===== src/rtl/core/smrc_pkg.sv =====
// shared constants for the square matrix rotator
package smrc_pkg;

    // element width, fixed by the data format
    localparam int DATA_W = 32;

    // side length register
    localparam int MATRIX_SIZE_W = 4;
    localparam logic [MATRIX_SIZE_W-1:0] MATRIX_SIZE_RESET = 4'd8;

endpackage


===== src/rtl/core/smrc_fifo2.sv =====
// two-entry first-in first-out queue with occupancy count
module smrc_fifo2 #(
    parameter int WIDTH = 1
) (
    input  logic             aclk,
    input  logic             aresetn,
    input  logic             push,
    input  logic [WIDTH-1:0] push_data,
    input  logic             pop,
    output logic [WIDTH-1:0] pop_data,
    output logic             full,
    output logic             empty,
    output logic [1:0]       count
);

    logic [WIDTH-1:0] data_reg [2];
    logic             wr_ptr_reg;
    logic             rd_ptr_reg;
    logic [1:0]       count_reg;
    logic [1:0]       count_next;

    always_comb begin
        count_next = count_reg;
        if (push && !pop) begin
            count_next = count_reg + 2'd1;
        end else if (pop && !push) begin
            count_next = count_reg - 2'd1;
        end
    end

    always_ff @(posedge aclk) begin
        if (!aresetn) begin
            wr_ptr_reg <= 1'b0;
            rd_ptr_reg <= 1'b0;
            count_reg  <= 2'd0;
        end else begin
            if (push) begin
                wr_ptr_reg <= ~wr_ptr_reg;
            end
            if (pop) begin
                rd_ptr_reg <= ~rd_ptr_reg;
            end
            count_reg <= count_next;
        end
    end

    always_ff @(posedge aclk) begin
        if (push) begin
            data_reg[wr_ptr_reg] <= push_data;
        end
    end

    assign pop_data = data_reg[rd_ptr_reg];
    assign full     = (count_reg == 2'd2);
    assign empty    = (count_reg == 2'd0);
    assign count    = count_reg;

endmodule


===== src/rtl/core/smrc_front.sv =====
// load side: side length register, element counter and buffer writes
module smrc_front #(
    parameter int MAX_SIDE = 8,
    parameter int SIDE_W   = 4,
    parameter int ADDR_W   = 6
) (
    input  logic                                    aclk,
    input  logic                                    aresetn,
    input  logic                                    cfg_wr_en,
    input  logic [smrc_pkg::MATRIX_SIZE_W-1:0]      cfg_wr_data,
    input  logic                                    s_valid,
    output logic                                    s_ready,
    input  logic signed [smrc_pkg::DATA_W-1:0]      s_element_value,
    output logic                                    wr_en,
    output logic [ADDR_W:0]                         wr_addr,
    output logic [smrc_pkg::DATA_W-1:0]             wr_data,
    output logic                                    job_push,
    output logic [SIDE_W:0]                         job_data,
    input  logic                                    job_full
);

    import smrc_pkg::*;

    localparam int CELLS = MAX_SIDE * MAX_SIDE;
    localparam int CNT_W = $clog2(CELLS + 1);
    localparam int TOT_W = 2 * SIDE_W;

    logic [MATRIX_SIZE_W-1:0] matrix_size_reg;
    logic [CNT_W-1:0]         count_reg;
    logic [CNT_W-1:0]         count_next;
    logic                     bank_reg;
    logic [SIDE_W-1:0]        side;
    logic [TOT_W-1:0]         total;
    logic [CNT_W-1:0]         count_inc;
    logic                     accept;
    logic                     complete;

    // zero reads as one, oversize saturates
    always_comb begin
        if (matrix_size_reg == '0) begin
            side = SIDE_W'(1);
        end else if (32'(matrix_size_reg) > MAX_SIDE) begin
            side = SIDE_W'(MAX_SIDE);
        end else begin
            side = SIDE_W'(matrix_size_reg);
        end
    end

    assign total     = TOT_W'(side) * TOT_W'(side);
    assign accept    = s_valid && s_ready;
    assign count_inc = count_reg + CNT_W'(1);
    assign complete  = accept && (32'(count_inc) >= 32'(total));

    always_comb begin
        count_next = count_reg;
        if (complete) begin
            count_next = '0;
        end else if (accept) begin
            count_next = count_inc;
        end
    end

    always_ff @(posedge aclk) begin
        if (!aresetn) begin
            matrix_size_reg <= MATRIX_SIZE_RESET;
            count_reg       <= '0;
            bank_reg        <= 1'b0;
        end else begin
            if (cfg_wr_en) begin
                matrix_size_reg <= cfg_wr_data;
            end
            count_reg <= count_next;
            if (complete) begin
                bank_reg <= ~bank_reg;
            end
        end
    end

    // one bank fills while the other drains
    assign s_ready  = !job_full;
    assign wr_en    = accept && (32'(count_reg) < CELLS);
    assign wr_addr  = {bank_reg, count_reg[ADDR_W-1:0]};
    assign wr_data  = s_element_value;
    assign job_push = complete;
    assign job_data = {bank_reg, side};

endmodule


===== src/rtl/core/smrc_back.sv =====
// emit side: banked matrix memory, rotated read order and output buffer
module smrc_back #(
    parameter int MAX_SIDE = 8,
    parameter int SIDE_W   = 4,
    parameter int IDX_W    = 3,
    parameter int ADDR_W   = 6
) (
    input  logic                               aclk,
    input  logic                               aresetn,
    input  logic                               wr_en,
    input  logic [ADDR_W:0]                    wr_addr,
    input  logic [smrc_pkg::DATA_W-1:0]        wr_data,
    input  logic                               job_valid,
    input  logic [SIDE_W:0]                    job_data,
    output logic                               job_pop,
    output logic                               m_valid,
    input  logic                               m_ready,
    output logic signed [smrc_pkg::DATA_W-1:0] m_rotated_value,
    output logic                               m_last_of_matrix
);

    import smrc_pkg::*;

    localparam int MEM_DEPTH = 2 * (2 ** ADDR_W);
    localparam int TOT_W     = 2 * SIDE_W;

    logic [DATA_W-1:0] mem [MEM_DEPTH];

    logic              busy_reg;
    logic              bank_reg;
    logic [SIDE_W-1:0] side_reg;
    logic [ADDR_W-1:0] base_reg;
    logic [ADDR_W-1:0] acc_reg;
    logic [IDX_W-1:0]  row_reg;
    logic [IDX_W-1:0]  col_reg;
    logic [DATA_W-1:0] rdata_reg;
    logic              p1_valid_reg;
    logic              p1_last_reg;

    logic [SIDE_W-1:0] job_side;
    logic              job_bank;
    logic [ADDR_W-1:0] job_base;
    logic [ADDR_W-1:0] src;
    logic [ADDR_W:0]   rd_addr;
    logic              last_col;
    logic              last_row;
    logic              is_last;
    logic              room;
    logic              issue;
    logic              start;

    logic              out_pop;
    logic              out_full;
    logic              out_empty;
    logic [1:0]        out_count;
    logic [DATA_W:0]   out_data;

    assign job_side = job_data[SIDE_W-1:0];
    assign job_bank = job_data[SIDE_W];
    // first source of each row: bottom row of the loaded matrix
    assign job_base = ADDR_W'((TOT_W'(job_side) - TOT_W'(1)) * TOT_W'(job_side));

    assign src      = acc_reg + ADDR_W'(row_reg);
    assign rd_addr  = {bank_reg, src};
    assign last_col = (32'(col_reg) + 1 == 32'(side_reg));
    assign last_row = (32'(row_reg) + 1 == 32'(side_reg));
    assign is_last  = last_col && last_row;

    // reads in flight plus buffered results never exceed the buffer
    assign out_pop = m_valid && m_ready;
    assign room    = ({1'b0, out_count} + {2'b00, p1_valid_reg}) < (3'd2 + {2'b00, out_pop});
    assign issue   = busy_reg && room;
    assign start   = !busy_reg && job_valid;
    assign job_pop = issue && is_last;

    always_ff @(posedge aclk) begin
        if (!aresetn) begin
            busy_reg     <= 1'b0;
            p1_valid_reg <= 1'b0;
        end else begin
            p1_valid_reg <= issue;
            if (start) begin
                busy_reg <= 1'b1;
            end else if (job_pop) begin
                busy_reg <= 1'b0;
            end
        end
    end

    // walk up one column of the source per output row
    always_ff @(posedge aclk) begin
        if (start) begin
            bank_reg <= job_bank;
            side_reg <= job_side;
            base_reg <= job_base;
            acc_reg  <= job_base;
            row_reg  <= '0;
            col_reg  <= '0;
        end else if (issue) begin
            if (last_col) begin
                col_reg <= '0;
                row_reg <= row_reg + IDX_W'(1);
                acc_reg <= base_reg;
            end else begin
                col_reg <= col_reg + IDX_W'(1);
                acc_reg <= acc_reg - ADDR_W'(side_reg);
            end
        end
        if (issue) begin
            p1_last_reg <= is_last;
        end
    end

    always_ff @(posedge aclk) begin
        if (wr_en) begin
            mem[wr_addr] <= wr_data;
        end
        if (issue) begin
            rdata_reg <= mem[rd_addr];
        end
    end

    smrc_fifo2 #(
        .WIDTH (DATA_W + 1)
    ) u_out_fifo (
        .aclk      (aclk),
        .aresetn   (aresetn),
        .push      (p1_valid_reg),
        .push_data ({p1_last_reg, rdata_reg}),
        .pop       (out_pop),
        .pop_data  (out_data),
        .full      (out_full),
        .empty     (out_empty),
        .count     (out_count)
    );

    assign m_valid          = !out_empty;
    assign m_rotated_value  = out_data[DATA_W-1:0];
    assign m_last_of_matrix = out_data[DATA_W];

    a_issue_needs_job: assert property (@(posedge aclk) disable iff (!aresetn)
        issue |-> job_valid)
        else $error("read issued with no job at the queue head");

    a_no_out_overflow: assert property (@(posedge aclk) disable iff (!aresetn)
        p1_valid_reg |-> (!out_full || out_pop))
        else $error("read data arrived at a full output buffer");

    a_indices_in_range: assert property (@(posedge aclk) disable iff (!aresetn)
        busy_reg |-> (32'(row_reg) < 32'(side_reg)) && (32'(col_reg) < 32'(side_reg)))
        else $error("row or column index beyond the side length");

    a_pop_ends_walk: assert property (@(posedge aclk) disable iff (!aresetn)
        job_pop |=> !busy_reg)
        else $error("walk still busy after its job left the queue");

endmodule


===== src/rtl/core/square_matrix_rotate_clockwise_unit.sv =====
// top level of the square matrix rotator, 90 degrees clockwise
//
//  channel  | direction | handshake        | payload
//  ---------+-----------+------------------+-----------------------------------
//  s_       | in        | s_valid/s_ready  | s_element_value, row-major load
//  m_       | out       | m_valid/m_ready  | m_rotated_value, m_last_of_matrix
//  cfg_     | in        | cfg_wr_en        | cfg_wr_data, side length N
//
//  one element is taken per cycle while a bank is free; a matrix is emitted as
//  a set-up step, then one memory read a cycle while the output buffer has room;
//  the first result passes the job queue, walk set-up, read register and buffer
//  two banks let the next matrix load while the last one drains, so the read
//  walk, with its set-up step per matrix, sets the sustained rate on each side
//  reset is synchronous and active low; the memory is not cleared
//  s_ready falls only while both banks hold matrices waiting to be emitted;
//  an m_ready stall holds the read walk once the two-entry output buffer fills
module square_matrix_rotate_clockwise_unit #(
    parameter int MAX_SIDE = 8
) (
    input  logic                               aclk,
    input  logic                               aresetn,
    input  logic                               cfg_wr_en,
    input  logic [smrc_pkg::MATRIX_SIZE_W-1:0] cfg_wr_data,
    input  logic                               s_valid,
    output logic                               s_ready,
    input  logic signed [smrc_pkg::DATA_W-1:0] s_element_value,
    output logic                               m_valid,
    input  logic                               m_ready,
    output logic signed [smrc_pkg::DATA_W-1:0] m_rotated_value,
    output logic                               m_last_of_matrix
);

    import smrc_pkg::*;

    // side needs to hold MAX_SIDE itself, indices only up to MAX_SIDE - 1
    localparam int SIDE_W = $clog2(MAX_SIDE + 1);
    localparam int IDX_W  = (MAX_SIDE > 1) ? $clog2(MAX_SIDE) : 1;
    localparam int CELLS  = MAX_SIDE * MAX_SIDE;
    localparam int ADDR_W = (CELLS > 1) ? $clog2(CELLS) : 1;

    // buffer write port, front to back
    logic              wr_en;
    logic [ADDR_W:0]   wr_addr;
    logic [DATA_W-1:0] wr_data;

    // job queue: bank and side length of each complete matrix
    logic              job_push;
    logic [SIDE_W:0]   job_push_data;
    logic              job_full;
    logic              job_empty;
    logic              job_pop;
    logic [SIDE_W:0]   job_head;
    logic [1:0]        job_count;

    // front: config register, load counter, completion detect
    smrc_front #(
        .MAX_SIDE (MAX_SIDE),
        .SIDE_W   (SIDE_W),
        .ADDR_W   (ADDR_W)
    ) u_front (
        .aclk            (aclk),
        .aresetn         (aresetn),
        .cfg_wr_en       (cfg_wr_en),
        .cfg_wr_data     (cfg_wr_data),
        .s_valid         (s_valid),
        .s_ready         (s_ready),
        .s_element_value (s_element_value),
        .wr_en           (wr_en),
        .wr_addr         (wr_addr),
        .wr_data         (wr_data),
        .job_push        (job_push),
        .job_data        (job_push_data),
        .job_full        (job_full)
    );

    // a queued job keeps its bank until the last read of it is issued
    smrc_fifo2 #(
        .WIDTH (SIDE_W + 1)
    ) u_job_fifo (
        .aclk      (aclk),
        .aresetn   (aresetn),
        .push      (job_push),
        .push_data (job_push_data),
        .pop       (job_pop),
        .pop_data  (job_head),
        .full      (job_full),
        .empty     (job_empty),
        .count     (job_count)
    );

    // back: rotated read walk and result output
    smrc_back #(
        .MAX_SIDE (MAX_SIDE),
        .SIDE_W   (SIDE_W),
        .IDX_W    (IDX_W),
        .ADDR_W   (ADDR_W)
    ) u_back (
        .aclk             (aclk),
        .aresetn          (aresetn),
        .wr_en            (wr_en),
        .wr_addr          (wr_addr),
        .wr_data          (wr_data),
        .job_valid        (!job_empty),
        .job_data         (job_head),
        .job_pop          (job_pop),
        .m_valid          (m_valid),
        .m_ready          (m_ready),
        .m_rotated_value  (m_rotated_value),
        .m_last_of_matrix (m_last_of_matrix)
    );

    a_job_queue_sane: assert property (@(posedge aclk) disable iff (!aresetn)
        (job_push |-> !job_full || job_pop) and (job_full |-> job_count == 2'd2))
        else $error("job queue overflow");

    a_stall_only_when_full: assert property (@(posedge aclk) disable iff (!aresetn)
        !s_ready |-> job_full)
        else $error("input stalled with a free bank");

    a_fill_bank_not_draining: assert property (@(posedge aclk) disable iff (!aresetn)
        (wr_en && !job_empty) |-> (wr_addr[ADDR_W] != job_head[SIDE_W]))
        else $error("write into the bank being emitted");

endmodule

===== config.mk =====
export PLATFORM = sky130hd
export DESIGN_NAME = square_matrix_rotate_clockwise_unit
export DESIGN_NICKNAME = d
export VERILOG_FILES = /design/src/rtl/core/smrc_pkg.sv /design/src/rtl/core/smrc_fifo2.sv /design/src/rtl/core/smrc_front.sv /design/src/rtl/core/smrc_back.sv /design/src/rtl/core/square_matrix_rotate_clockwise_unit.sv
export SDC_FILE = /design/constraint.sdc
export NUM_CORES = 2
export LEC_CHECK = 0
export CAP_MARGIN = 20
export CORE_UTILIZATION = 45
export DETAILED_ROUTE_END_ITERATION = 8
export DONT_BUFFER_PORTS = 1
export HOLD_SLACK_MARGIN = 0.12
export PLACE_DENSITY = 0.64
export REMOVE_ABC_BUFFERS = 1
export SETUP_SLACK_MARGIN = 0.1
export SYNTH_ARGS = -nofsm -noshare
export SYNTH_HDL_FRONTEND = slang
export SYNTH_HIERARCHICAL = 1
export SYNTH_MEMORY_MAX_BITS = 65536
export SYNTH_SLANG_ARGS = --single-unit

===== constraint.sdc =====
create_clock -name aclk -period 10.5 [get_ports aclk]
set_input_delay 0 -clock aclk [delete_from_list [all_inputs] [get_ports aclk]]
set_output_delay 0 -clock aclk [all_outputs]
set_load 0.005 [all_outputs]

==> impl_results.md <==
* Outcome: complete, no violations
* Syn-to-layout area delta at 13.4%
* Multi-input logic area at 0.0352 sq mm
* Final HPWL DP at 242,000 um
* Highest net fanout along the worst path at between 70 and 80
* Placer congestion estimate at approximately 0.83
* First-pass GRT wire length at 620,000 um
* H-tree levels at 5
* Layout Nets at 7,738
* Max VDD drop at 0.000150 V
* RSZ-0062 raised after global routing: no
* DIE WIDTH at just over 600 um
* Crit path buf inv count at 2
* GRT Total Usage at between 20% and 30%
* Routed WL at roughly 440,000 um
* Filler cells at roughly 28,000
* Clk_skew at slightly below 0.06 ns
* Clock root buffer master: clkbuf_16
* Rows at 221
* Commonest non-fill, non-tap cell in the layout: edfxtp_1
* Postcts setup bufs at 0
* CP cell instances: ha_4, fa_4, buf_12, buf_4, mux4_2, mux4_2, a2111oi_2, nand3_1
* Ports at 76
* Final core utilization at 51.3%
* Largest register FFs at slightly above 4,000
* Post-cts sizing count at 0
* Share of layout cells above drive strength 1 at between 20% and 30%
* Ys Warns at 6
* Clk slew on worst S/H paths at around 0.060 ns
* Worst slew margin at between 10% and 20%
* # DRC at 0
* Post-synthesis cell area at 0.164 sq mm
* Initial antenna violation count at 25
* Synthesized instance count at between 7,000 and 8,000
* Slew Limit Fails at 0
* Vias per inst at slightly above 6
* Fin. Hold Viols at 0
* Crit path arrival time at about 6.7 ns
* Placed cells at approximately 12,000
* Slowest cell on crit path: fa_4
* Clk sinks at around 4,300
* Max-cap viol count at 0
* Final non-filler cell total at about 13,000
* Crit Path Class: register to register
* Largest net degree at the start of global routing at 129
* Chip Height at between 600 and 700 um
* P per Cell Area at about 210 mW/mm^2
* Crit share post-route at around 58%
* DRC marker count from the first detailed-route iteration at 11,614
* Die Area at 0.366 sq mm
* Synth Area per Inst at 22.4 sq um
* Register area at about 0.13 sq mm
* CTS tree: yes
* Max Freq at 165 MHz
* Worst Tran Pin Value at 1.17 ns
* Startpoint types: register
* LEAKAGE at ~58 nW
* Most frequent cells in the layout: 4,221 x edfxtp_1, 1,083 x mux4_2, 418 x clkbuf_16
* Top delay family on crit path: adder cells
* Routed wire per std cell at between 30 and 40 um
* Vias in the first global route at 79,556
* Worst-skew pair later-pin latency at roughly 0.99 ns
* CTS Buf Count at between 400 and 500
* Critical path's most frequent cell: mux4_2
* Maximum clock path buffer count at 4
* Period minus WS final at between 6 and 7 ns
* Hold Path Class: input pin to register
* Core area at 0.362 sq mm
* Setup crit end kind: register
* Drt pass-1 iters at 8
* Initial core utilization at a little under half
* Post-route ant nets at 0
* Port bufs at 0
* CP required at approximately 11 ns
* Vias at ~80,000
* Gr ovfl total at 0
* Setup Viol. Count Final at 0
* Slowest Stage Delay on Critical Path at 1.43 ns
* # hold bufs at CTS at 87
==> metrics by stage <==
step	worst slack, ns	total power [mW]	hold WS [ns]	setup TNS, ns	instance area [sq um]
2_1_floorplan	-29.73	26.6	0.0619	-900.97	161000
3_3_place_gp	3.70	24.0	0.0672	0	171000
3_5_place_dp	4.38	24.0	0.0701	0	171000
4_1_cts	4.28	38.8	0.122	0	186000
5_1_grt	4.23	39.7	0.120	0	186000
6_report	4.44	38.6	0.109	0	186000
==> metal layers <==
metal  vias to the layer above  track usage (%)  share of wire, %
li1                      31375                -                 -
met5                         -                0             0.016
met3                       660             5.21                11
met4                        10             8.32               3.8
met1                     43146             33.8                38
met2                      4367             38.1                47
==> worst paths after layout <==
path,endpoint,depth (start not counted),slack (ns),start
setup / recovery,u_back/rdata_reg[6],8,4.44,u_back/acc_reg[0]
hold / removal,u_back/mem[69][4],2,0.11,s_element_value[4]
setup reg to reg,u_back/rdata_reg[6],8,4.44,u_back/acc_reg[0]
hold reg to reg,u_back/u_out_fifo/data_reg[1][3],0,0.46,u_back/rdata_reg[3]
==> layout make-up <==
| type | instances | area share (%) |
|---|---|---|
| Sequential cell | 4251 | 68.6 |
| Multi-Input combinational cell | 2592 | 19.0 |
| Clock buffer | 520 | 5.87 |
| Tap cell | 4794 | 3.23 |
| Timing Repair Buffer | 365 | 1.99 |
| Clock inverter | 234 | 1.24 |
| Inverter | 33 | 0.0667 |
| Antenna cell | 14 | 0.0189 |
==> power by group <==
group	leakage, nW	internal, mW	switching (mW)
logic	13.2	2.26	2.95
clock network	6.44	8.25	6.33
registers	38.2	18.7	0.0440
total	57.8	29.3	9.33
(Power assumes the default switching activity.)
